`src/design/oprc_pkg.sv`:
```
`timescale 1ns / 1ps
package oprc_pkg;
	localparam int ENTRIES = 8;
	localparam int SLOTS = 16;
	localparam int EW = $clog2(ENTRIES);
	localparam int SW = $clog2(SLOTS);
	localparam int CW = $clog2(SLOTS + 1);

	localparam logic [1:0] ACT_STORE   = 2'd0;
	localparam logic [1:0] ACT_FIND    = 2'd1;
	localparam logic [1:0] ACT_PIN     = 2'd2;
	localparam logic [1:0] ACT_COLLECT = 2'd3;

	typedef struct packed {
		logic [1:0]  action;
		logic [63:0] w0;
		logic [63:0] w1;
		logic [63:0] w2;
		logic [63:0] w3;
		logic [31:0] len;
		logic [15:0] total;
		logic [15:0] slot;
		logic        pkt_ok;
		logic [63:0] tick;
		logic        pin;
		logic [7:0]  limit;
	} req_t;

	typedef struct packed {
		logic load;
		logic lookup;
		logic apply;
		logic scan;
		logic evict;
		logic clr_out;
	} cmd_t;

	typedef struct packed {
		logic best_ok;
		logic limit_reached;
		logic limit_zero;
	} sts_t;

	typedef struct packed {
		logic        ok;
		logic [2:0]  entry_no;
		logic [6:0]  slot_address;
		logic [4:0]  accepted_count;
		logic [4:0]  packet_total_out;
		logic [31:0] object_length_out;
		logic        complete;
		logic        pinned_out;
		logic [63:0] last_tick_out;
		logic [3:0]  collected;
	} res_t;
endpackage

```
`src/design/oprc_ctrl.sv`:
```
`timescale 1ns / 1ps
module oprc_ctrl (
	input  logic          clk,
	input  logic          arst_n,
	input  logic          in_fire,
	input  logic [1:0]    action,
	input  logic          out_free,
	input  oprc_pkg::sts_t sts,
	output oprc_pkg::cmd_t cmd,
	output logic          busy,
	output logic          done
);
	typedef enum logic [5:0] {
		S_IDLE  = 6'b000001,
		S_LOOK  = 6'b000010,
		S_APPLY = 6'b000100,
		S_SCAN  = 6'b001000,
		S_EVICT = 6'b010000,
		S_OUT   = 6'b100000
	} state_t;
	state_t state_q, state_d;
	logic [1:0] act_q;

	always_ff @(posedge clk or negedge arst_n) begin
		if (!arst_n) begin
			state_q <= S_IDLE;
			act_q <= oprc_pkg::ACT_STORE;
		end else begin
			state_q <= state_d;
			if (in_fire) act_q <= action;
		end
	end

	always_comb begin
		state_d = state_q;
		cmd = '0;
		done = 1'b0;
		busy = (state_q != S_IDLE);
		case (state_q)
			S_IDLE: begin
				if (in_fire) begin
					cmd.load = 1'b1;
					state_d = S_LOOK;
				end
			end
			S_LOOK: begin
				cmd.lookup = 1'b1;
				if (act_q == oprc_pkg::ACT_COLLECT) state_d = S_SCAN;
				else state_d = S_APPLY;
			end
			S_APPLY: begin
				cmd.apply = 1'b1;
				state_d = S_OUT;
			end
			S_SCAN: begin
				cmd.scan = 1'b1;
				if (sts.limit_zero) begin
					cmd.clr_out = 1'b1;
					state_d = S_OUT;
				end else if (sts.limit_reached || !sts.best_ok) begin
					state_d = S_OUT;
				end else begin
					state_d = S_EVICT;
				end
			end
			S_EVICT: begin
				cmd.evict = 1'b1;
				state_d = S_SCAN;
			end
			S_OUT: begin
				if (out_free) begin
					done = 1'b1;
					state_d = S_IDLE;
				end
			end
			default: state_d = S_IDLE;
		endcase
	end
endmodule

```
`config.mk`:
```
export PLATFORM = sky130hd
export DESIGN_NAME = oprc_ctrl
export DESIGN_NICKNAME = d
export VERILOG_FILES = /design/src/design/oprc_pkg.sv /design/src/design/oprc_ctrl.sv
export SDC_FILE = /design/constraint.sdc
export NUM_CORES = 1
export LEC_CHECK = 0
export BUFFER_PORTS_ARGS = -buffer_cell sky130_fd_sc_hd__clkbuf_2
export CAP_MARGIN = 20
export CELL_PAD_IN_SITES_DETAIL_PLACEMENT = 0
export CELL_PAD_IN_SITES_GLOBAL_PLACEMENT = 2
export CORE_MARGIN = 10
export CORE_UTILIZATION = 27
export CTS_CLUSTER_SIZE = 20
export DETAILED_ROUTE_END_ITERATION = 16
export GPL_TIMING_DRIVEN = 1
export PLACE_DENSITY = 0.81
export SLEW_MARGIN = 20
export SYNTH_ARGS = -nofsm -noshare
export SYNTH_HDL_FRONTEND = slang
export SYNTH_SLANG_ARGS = --single-unit
```
`constraint.sdc`:
```
create_clock -name clk -period 1.35 [get_ports clk]
set_input_delay 0 -clock clk [delete_from_list [all_inputs] [get_ports clk]]
set_output_delay 0 -clock clk [all_outputs]
set_load 0.02 [all_outputs]
```
# Word-level counts from Yosys, hierarchy flattened
# Cells that the tools add are included.
# totals
in_bits	9
wordCells	31
reg_bits	8
# op_classes
n_mux	16
n_eq_ne	10
reduce_logical	3
# ops
op	count
$pmux W6 S6	1
$mux W6	4
$mux W1	10
$eq A6 B1 Y1 const B	1
$eq A6 B2 Y1 const B	1
$eq A6 B3 Y1 const B	1
$eq A6 B4 Y1 const B	1
$eq A6 B5 Y1 const B	1
$eq A6 B6 Y1 const B	1
$ne A6 B1 Y1 const B	1
$mux W4	1
$ne A2 B2 Y1 const B	2
$eq A2 B2 Y1 const B	1
$reduce_and A2 Y1	1
$logic_not A1 Y1	1
$logic_or A1 B1 Y1	1

# Longest topological paths before layout
# Gate-level depths: netlist (run 1).
# depth
word_depth	5
mapped_depth	5
ltp_nobuf	4

# Least setup slack after synthesis (run 1)
# OpenSTA, ideal clock, no wires.
# synth_timing
path_type	register -> output
start	reg state_q[4]
end	out cmd[5] in the netlist's numbering
t_arrival_ns	1.334
path_buffers	1
path_stages_with_launch	5
setup_slack_ns	0.016
cell_sequence	dfrtp_1 > buf_6 > nor4_4 > nand2_1 > nor2_1
# synth_lines
item	line	text
from (decl)	oprc_ctrl.sv:21	state_t state_q, state_d;
from (signal assigned)	oprc_ctrl.sv:29	state_q <= state_d;
to (decl)	oprc_ctrl.sv:9	output oprc_pkg::cmd_t cmd,

==> results of run 1 <==
cells in the final DEF, fill, tap and decap left out, types with 2 or more instances in the layout:
master / instances
mux2_1: 2
nor3b_1: 2
buf_4: 10
inv_1: 3
nor2_1: 3
buf_8: 2
buf_6: 4
nand3b_1: 2
clkbuf_2: 8
dlygate4sd3_1: 3
nor4_4: 3
dfrtp_1: 2
clkbuf_4: 3
dfrtp_2: 5
clkbuf_8: 2
how the worst min path moves through the flow:
stage            start       end  slack (ns)
3_5_place_dp    arst_n  act_q[0]       -0.14
6_report       in_fire  act_q[0]        0.01
4_1_cts        in_fire  act_q[0]        0.01
2_1_floorplan   arst_n  act_q[0]       -0.30
5_1_grt        in_fire  act_q[0]        0.03
3_3_place_gp    arst_n  act_q[0]       -0.15
cells by family (layout without fill, tap and decap cells):
logic type | after synthesis | count (layout) | share of synthesized area, %
xor+xnor | 1 | 1 | 1.84
mux | 2 | 2 | 4.72
simple gates | 20 | 20 | 33.6
buf+inv | 6 | 37 | 6.56
flops | 8 | 8 | 42.3
compound gates | 7 | 7 | 11.0
layer usage:
layer	routed length (um)	up-vias	global-route usage (%)
li1	-	219	-
met3	92	2	1.83
met5	0	-	0
met1	535	228	7.82
met2	718	19	11.5
met4	27	0	6.69
report_power, final:
part | total (W) | switching [W] | leakage [nW] | internal [W]
Combinational | 0.000604 | 0.000268 | 0.276 | 0.000335
Sequential | 0.000408 | 0.000104 | 0.0945 | 0.000304
Clock | 0.000209 | 0.0000950 | 0.0150 | 0.000114
worst max-delay path, delay by kind of cell (launching register included):
kind / cells / cell delay, ns
and+or+nand+nor: 3 / 0.61
buffers and inverters: 2 / 0.18
DFF: 1 / 0.45
synthesized netlist by cell type:
master	n
nor2_1	4
nand3b_1	2
inv_2	1
a311oi_1	1
a21boi_1	1
o21ai_1	1
and3b_1	1
dfrtp_1	7
a221o_1	1
nor4_4	2
nor3b_1	2
a32oi_1	1
buf_2	1
nor4b_1	1
a21oi_1	1
xor2_1	1
and2_1	2
and4b_1	1
inv_1	3
buf_6	1
nor4_2	1
and3_1	1
dfstp_2	1
o21bai_1	1
nand2_1	2
nor2b_1	1
mux2_1	2
state kept, by name, summed over array words and instances (netlist names):
signal,cells
state_q,6
act_q,2
through the flow:
step	setup TNS [ns]	hold WS (ns)
2_1_floorplan	0	-0.296
3_3_place_gp	0	-0.147
3_5_place_dp	0	-0.144
4_1_cts	-0.813	0.0135
5_1_grt	-1.40	0.0336
6_report	-0.733	0.0122
repair_timing:
| item | CTS | global route |
|---|---|---|
| resized for setup | 15 | 20 |
| hold endpoints to repair | 10 | 0 |
| pin swaps | 5 | 9 |
| hold buffers | 3 | 0 |
| gates cloned | 0 | 0 |
| setup endpoints to repair | 8 | 10 |
| setup buffers | 5 | 5 |
final cells by class:
class / count / area (sq um)
Sequential cell: 8 / 208
Tap cell: 25 / 31.3
Inverter: 4 / 15.0
Timing Repair Buffer: 29 / 248
Multi-Input combinational cell: 30 / 273
Fill cell: 159 / 907
Clock buffer: 4 / 26.3
==> flow_metrics.env, run 1 <==
export IMPL_power_density_nw_per_um2=1530
export IMPL_vias=468
export IMPL_clk_pin_slew_ns=0.06
export IMPL_clk_latency_ns=0.26
export IMPL_hold_viol_final=0
export IMPL_cp_start_kind="register"
export IMPL_clock_path_buffers=2
export IMPL_violations="setup timing"
export IMPL_rows=15
export IMPL_tightest_slew_ns=0.308
export IMPL_power_total_w=0.00122
export IMPL_dp_slack_ns=0.0640
export IMPL_crit_end="cmd[0]"
export IMPL_area_growth_pct=68.0
export IMPL_period_minus_slack_ns=1.51
export IMPL_finalClockSkew_ns=0.00358
export IMPL_overflow=0
export IMPL_utilization_pct=46.9
export IMPL_syn_avg_cell_area_sq_um=10.8
export IMPL_drc_errors=0
export IMPL_globalplace_congestion=0.687
export IMPL_status="finished, violations left"
export IMPL_ys_ff_latch=8
export IMPL_crit_path_end_kind="primary output"
export IMPL_post_route_period_util_pct=112
export IMPL_synth_distinct_cells=27
export IMPL_chipWidth_um=62.0
export IMPL_ys_seq_area_share_pct=42.3
export IMPL_antenna_found_initial=0
export IMPL_fmax_ghz=0.662
export IMPL_stdcell_count=100
export IMPL_cts_root_buf="clkbuf_4"
export IMPL_worstPathMaxFanout=4
export IMPL_grt_pass1_vias=460
export IMPL_total_leakage_power_nw=0.386
export IMPL_crit_path_start="state_q[5]"
export IMPL_ant_nets=0
export IMPL_h_tree_depth=1
export IMPL_layout_drive_gt1_share_pct=60.0
export IMPL_fin_ws_ns=-0.162
export IMPL_setup_violations=9
export IMPL_hold_class="input pin to register"
export IMPL_drt_wirelength_per_cell_um=13.7
export IMPL_finalInstanceArea_sq_um=801
export IMPL_start_util_pct=27.9
export IMPL_die_y_um=62.0
export IMPL_core_area_sq_um=1710
export IMPL_cts_tree="built"
export IMPL_die_area_sq_um=3850
export IMPL_vias_per_cell=4.68
export IMPL_slew_viol_final=0
export IMPL_layout_nets=85
export IMPL_maxCapViolations=0
export IMPL_track_usage_pct=7.30
export IMPL_ir_worst_vdd_mv=1.12
export IMPL_rr_endpoint="state_q[0]"
export IMPL_yosysWarnings=0
export IMPL_crit_type="register to primary output"
export IMPL_clock_sinks=8
export IMPL_r2r_cells=5
export IMPL_portBuffers=16
export IMPL_pin_count=17
export IMPL_grt_pass1_wl_um=2050
export IMPL_grt_setup_unrepaired="true"
export IMPL_hpwl_um=886
export IMPL_synth_top_cell_by_area="dfrtp_1"
export IMPL_placed_cell_area_sq_um=572
export IMPL_syn_inst=44
export IMPL_dr_pass1_iters=4
export IMPL_relSlewSlack_pct=79.3
export IMPL_diodes=0
export IMPL_grt_max_degree=9
export IMPL_cts_buffers=3
export IMPL_rr_startpoint="state_q[4]"
export IMPL_hold_path_depth=2
export IMPL_synth_area_sq_um=477
export IMPL_synthTopCellsByArea="dfrtp_1 37%, nor4_4 8.9%, dfstp_2 5.5%"
export IMPL_slowest_delay_ns=0.45
export IMPL_dp_cells=83
export IMPL_drt_iter0_markers=7
export IMPL_synth_top_area_share_pct=36.7
export IMPL_crit_arrival_ns=1.51
export IMPL_rrSetupSlack_ns=-0.03
export IMPL_slowest_stage="dfrtp_2"
export IMPL_wl_um=1370
export IMPL_syn_nets=53
export IMPL_required_ns=1.35
export IMPL_path_cells="nor4_4 > nand3b_1 > inv_2 > and2_4 > buf_8"
(Power assumes the default switching activity.)
==> inputs of run 2 (changes only) <==
- clock period: 1.35 -> 1.49 ns (I/O delays scaled with it)
==> run 2 against run 1 <==
  * The flow still finishes with violations (setup timing)
  * Utilization down 4.5 points
  * Worst setup slack improved by 0.15 ns
  * Critical path depth unchanged
  * Cell count down 4.0%
  * Largest power group unchanged
  * Highest routed layer unchanged
==> flow_metrics.env, run 2 (same netlist as run 1, synthesis figures left out) <==
export IMPL_vias_per_cell=4.42
export IMPL_power_density_nw_per_um2=1460
export IMPL_clock_sinks=8
export IMPL_placed_cell_area_sq_um=572
export IMPL_fin_ws_ns=-0.0141
export IMPL_utilization_pct=42.3
export IMPL_clock_path_buffers=2
export IMPL_status="finished, violations left"
export IMPL_drc_errors=0
export IMPL_maxCapViolations=0
export IMPL_slew_viol_final=0
export IMPL_ir_worst_vdd_mv=1.16
export IMPL_layout_drive_gt1_share_pct=56.3
export IMPL_required_ns=1.49
export IMPL_wl_um=1240
export IMPL_relSlewSlack_pct=79.6
export IMPL_area_growth_pct=51.7
export IMPL_post_route_period_util_pct=101
export IMPL_grt_setup_unrepaired="true"
export IMPL_tightest_slew_ns=0.304
export IMPL_die_y_um=62.0
export IMPL_core_area_sq_um=1710
export IMPL_dr_pass1_iters=3
export IMPL_dp_cells=83
export IMPL_stdcell_count=96
export IMPL_layout_nets=81
export IMPL_largest_reg_flops=6
export IMPL_crit_family="simple AND/OR/NAND/NOR gates"
export IMPL_antenna_found_initial=0
export IMPL_grt_pass1_vias=446
export IMPL_crit_type="register to primary output"
export IMPL_crit_arrival_ns=1.50
export IMPL_portBuffers=16
export IMPL_cts_buffers=3
export IMPL_rows=15
export IMPL_slowest_delay_ns=0.46
export IMPL_hold_viol_final=0
export IMPL_cts_tree="built"
export IMPL_mostFrequentLayoutCell="clkbuf_2"
export IMPL_total_leakage_power_nw=0.354
export IMPL_drt_wirelength_per_cell_um=12.9
export IMPL_grt_pass1_wl_um=2040
export IMPL_critPathBufInv=2
export IMPL_reg_top3="state_q x6, act_q x2"
export IMPL_vias=424
export IMPL_path_cells="nor4_4 > nand3b_1 > inv_2 > and2_4 > buf_8"
export IMPL_hpwl_um=886
export IMPL_die_area_sq_um=3850
export IMPL_worstPathMaxFanout=4
export IMPL_cts_root_buf="clkbuf_4"
export IMPL_track_usage_pct=7.26
export IMPL_overflow=0
export IMPL_finalClockSkew_ns=0.00276
export IMPL_clk_latency_ns=0.26
export IMPL_h_tree_depth=1
export IMPL_pin_count=17
export IMPL_start_util_pct=27.9
export IMPL_setup_violations=1
export IMPL_fmax_ghz=0.665
export IMPL_violations="setup timing"
export IMPL_crit_path_end_kind="primary output"
export IMPL_chipWidth_um=62.0
export IMPL_hold_class="input pin to register"
export IMPL_diodes=0
export IMPL_top_register="state_q"
export IMPL_period_minus_slack_ns=1.50
export IMPL_globalplace_congestion=0.687
export IMPL_drt_iter0_markers=6
export IMPL_final_cell_mix="12 x clkbuf_2, 7 x buf_4, 5 x dfrtp_2"
export IMPL_ant_nets=0
export IMPL_slowest_stage="dfrtp_2"
export IMPL_finalInstanceArea_sq_um=723
export IMPL_clk_pin_slew_ns=0.06
export IMPL_grt_max_degree=9
export IMPL_cp_start_kind="register"
run 2: cell types whose count changed in the layout (fill, tap and decap cells not counted):
| cell | delta |
|---|---|
| a21oi_2 | -1 |
| buf_2 | +1 |
| buf_8 | -1 |
| buf_6 | -3 |
| clkbuf_8 | -2 |
| clkbuf_2 | +4 |
| a21oi_1 | +1 |
| buf_4 | -3 |
run 2: final cells by class:
| type | instances | area, sq um |
|---|---|---|
| clock buffer | 4 | 26.3 |
| fill | 155 | 985 |
| inverter | 4 | 15.0 |
| multi-input combinational | 30 | 269 |
| sequential | 8 | 208 |
| tap | 25 | 31.3 |
| timing repair buffer | 25 | 174 |
run 2: final timing paths:
check	cells after the start	from	slack [ns]	end
min	2	in_fire	0.01	act_q[0]
max in group asynchronous	2	arst_n	1.13	state_q[0]
min in group asynchronous	2	arst_n	0.11	act_q[0]
max reg2reg	4	state_q[5]	0.22	state_q[0]
min reg2reg	1	act_q[0]	0.48	state_q[2]
max	5	state_q[5]	-0.01	cmd[0]
run 2: worst reg2reg max path, stage by stage (launching register included):
cell      delay [ns]
dfrtp_2         0.46
nor4_4          0.35
buf_4           0.17
a311oi_1        0.08
a21boi_1        0.15
run 2: routing by layer:
metal  global-route usage (%)  routed length (um)  part of all wire, %  up-vias
li1                         -                   -                    -      211
met1                     8.17                 525                   42      197
met2                     11.4                 639                   52       12
met3                     1.22                  36                  2.9        4
met4                     6.69                  34                  2.8        0
met5                        0                   0                    0        -
run 2: power breakdown:
part | total, W | leakage (nW) | internal (W) | switching (W)
logic | 0.000512 | 0.244 | 0.000276 | 0.000236
clock network | 0.000187 | 0.0150 | 0.000103 | 0.0000838
registers | 0.000359 | 0.0945 | 0.000276 | 0.0000834
run 2: through the flow:
step / setup TNS (ns) / total power [W] / hold slack (ns) / setup slack, ns
after CTS: -0.0749 / 0.000958 / 0.0135 / -0.0387
after global placement: 0 / 0.000723 / -0.147 / 0.174
after global routing: -0.140 / 0.00112 / 0.0336 / -0.108
after detailed placement: 0 / 0.000715 / -0.144 / 0.204
after floorplan: 0 / 0.000612 / -0.296 / 0.156
final: -0.0141 / 0.00106 / 0.0132 / -0.0141
run 2: timing repair:
item	CTS	global route
gates cloned	0	0
pin swaps	2	6
gates resized for setup	8	13
hold endpoints to repair	10	0
hold buffers	3	0
setup buffers	2	4
endpoints found under the setup margin	5	7
==> inputs of run 3 (changes only) <==
==> constraint.sdc (replaced) <==
create_clock -name clk -period 1.49 [get_ports clk]
set_input_delay 0 -clock clk [delete_from_list [all_inputs] [get_ports clk]]
set_output_delay 0 -clock clk [all_outputs]
set_load 0.1 [all_outputs]
==> run 3 against run 2 <==
  * Via count up 3.5%
  * The run still ends with setup timing left
  * Worst hold slack better by 0.0018 ns
  * Global-route usage up 0.16 points
  * Largest power group unchanged
==> flow_metrics.env, run 3 (same netlist as run 1, synthesis figures left out) <==
export IMPL_crit_type="register to primary output"
export IMPL_pwr_share_seq_pct=24.1
export IMPL_cts_root_buf="clkbuf_4"
export IMPL_post_route_period_util_pct=111
export IMPL_slowest_delay_ns=0.43
export IMPL_dp_cells=85
export IMPL_drt_wirelength_per_cell_um=12.2
export IMPL_p_comb_share_pct=64.0
export IMPL_power_density_nw_per_um2=1640
export IMPL_cp_start_kind="register"
export IMPL_rows=15
export IMPL_diodes=0
export IMPL_final_cell_mix="9 x buf_4, 8 x clkbuf_2, 7 x buf_12"
export IMPL_chipWidth_um=62.0
export IMPL_globalplace_congestion=0.724
export IMPL_portBuffers=16
export IMPL_grt_pass1_vias=489
export IMPL_mostFrequentLayoutCell="buf_4"
export IMPL_grt_pass1_wl_um=2190
export IMPL_critPathBufInv=2
export IMPL_fin_ws_ns=-0.160
export IMPL_antenna_found_initial=0
export IMPL_track_usage_pct=7.42
export IMPL_grt_max_degree=9
export IMPL_layout_drive_gt1_share_pct=64.5
export IMPL_vias=439
export IMPL_slowest_stage="dfrtp_2"
export IMPL_reg_top3="state_q x6, act_q x2"
export IMPL_cts_buffers=3
export IMPL_hpwl_um=901
export IMPL_multi_input_area_sq_um=278
export IMPL_ir_worst_vdd_mv=1.57
export IMPL_worstPathMaxFanout=3
export IMPL_slew_viol_final=0
export IMPL_required_ns=1.49
export IMPL_core_area_sq_um=1710
export IMPL_start_util_pct=27.9
export IMPL_path_cells="nor4_4 > nand3b_1 > bufinv_8 > and2_4 > buf_12"
export IMPL_violations="setup timing"
export IMPL_ff_latch_area_sq_um=206
export IMPL_die_y_um=62.0
export IMPL_crit_arrival_ns=1.65
export IMPL_setup_violations=6
export IMPL_die_area_sq_um=3850
export IMPL_maxCapViolations=0
export IMPL_hold_viol_final=0
export IMPL_crit_family="simple AND/OR/NAND/NOR gates"
export IMPL_h_tree_depth=1
export IMPL_setup_tns_ns=-0.438
export IMPL_status="finished, violations left"
export IMPL_period_minus_slack_ns=1.65
export IMPL_cts_tree="built"
export IMPL_relSlewSlack_pct=78.3
export IMPL_largest_reg_flops=6
export IMPL_clock_sinks=8
export IMPL_pin_count=17
export IMPL_drc_errors=0
export IMPL_clk_pin_slew_ns=0.06
export IMPL_drt_iter0_markers=3
export IMPL_clkPwrFrac_pct=11.9
export IMPL_top_register="state_q"
export IMPL_finalClockSkew_ns=0.0117
export IMPL_dr_pass1_iters=2
export IMPL_stdcell_count=101
export IMPL_switching_share_pct=47.1
export IMPL_ant_nets=0
export IMPL_power_switching_w=0.000685
export IMPL_vias_per_cell=4.35
export IMPL_crit_path_end_kind="primary output"
export IMPL_wl_um=1230
export IMPL_layout_nets=86
export IMPL_clock_path_buffers=2
export IMPL_overflow=0
export IMPL_p_int_w=0.000770
export IMPL_hold_class="input pin to register"
export IMPL_grt_setup_unrepaired="true"
export IMPL_fmax_ghz=0.606
export IMPL_area_growth_pct=85.8
export IMPL_nFillCells=148
export IMPL_total_leakage_power_nw=0.393
export IMPL_clk_latency_ns=0.25
export IMPL_tightest_slew_ns=0.322
run 3: cell types whose count changed in the layout (fill, tap and decap cells not counted), sizes merged:
cell      previous run  this run
inv                  4         2
clkbuf              16        12
buf                 10        19
clkinvlp             0         1
bufinv               0         1
run 3: worst register-to-register path, stage by stage, from the launching register on:
cell and delay (ns):
dfrtp_2 0.46, nor4_4 0.30, nand3b_1 0.19, buf_4 0.18, buf_4 0.13, o21bai_1 0.11
run 3: final cells by class:
type / instances / area share [%]
timing repair buffer: 30 / 35.2
multi-input combinational: 30 / 31.4
sequential: 8 / 23.3
inverter: 4 / 3.67
tap: 25 / 3.53
clock buffer: 4 / 2.97
run 3: worst paths after layout:
| kind | cells past startpoint | start | to | slack [ns] |
|---|---|---|---|---|
| max reg2reg | 5 | state_q[2] | state_q[3] | 0.06 |
| min | 2 | in_fire | act_q[0] | 0.02 |
| max in group asynchronous | 2 | arst_n | state_q[0] | 1.12 |
| min in group asynchronous | 2 | arst_n | state_q[5] | 0.12 |
| min reg2reg | 1 | act_q[1] | state_q[2] | 0.46 |
| max | 5 | state_q[1] | cmd[0] | -0.16 |
run 3: per-stage QoR:
| stage | setup slack (ns) | power (W) | instance area (sq um) | utilization, % | hold WS (ns) |
|---|---|---|---|---|---|
| after floorplan | -0.139 | 0.000950 | 522 | - | -0.296 |
| after global placement | 0.102 | 0.00117 | 739 | 43.3 | -0.148 |
| after detailed placement | 0.0908 | 0.00117 | 739 | 43.3 | -0.145 |
| after CTS | -0.129 | 0.00141 | 875 | 51.2 | 0.0165 |
| after global routing | -0.240 | 0.00154 | 886 | 51.9 | 0.0321 |
| final | -0.160 | 0.00145 | 886 | 51.9 | 0.0150 |
run 3: what timing repair did:
item | 4_1_cts | 5_1_grt
gates cloned | 0 | 0
hold buffers | 3 | 0
pin swaps | 2 | 2
setup buffers | 8 | 4
endpoints found under the hold margin | 10 | 0
gates resized for setup | 7 | 3
setup endpoints to repair | 7 | 8
run 3: power by group through the flow:
| stage | registers, W | logic [W] | clock network [W] |
|---|---|---|---|
| final | 0.000351 | 0.000931 | 0.000173 |
| after global routing | 0.000362 | 0.000993 | 0.000189 |
| after CTS | 0.000350 | 0.000885 | 0.000179 |
| after detailed placement | 0.000359 | 0.000809 | 0 |
| after global placement | 0.000358 | 0.000809 | 0 |
| after floorplan | 0.000341 | 0.000610 | 0 |
run 3: per-layer routing:
metal | part of all wire [%] | vias up | wire length (um) | global-route usage (%)
li1 | - | 222 | - | -
met1 | 40 | 209 | 498 | 8.50
met2 | 55 | 8 | 677 | 13.5
met3 | 4.8 | 0 | 59 | 1.63
met4 | 0 | 0 | 0 | 1.91
met5 | 0 | - | 0 | 0
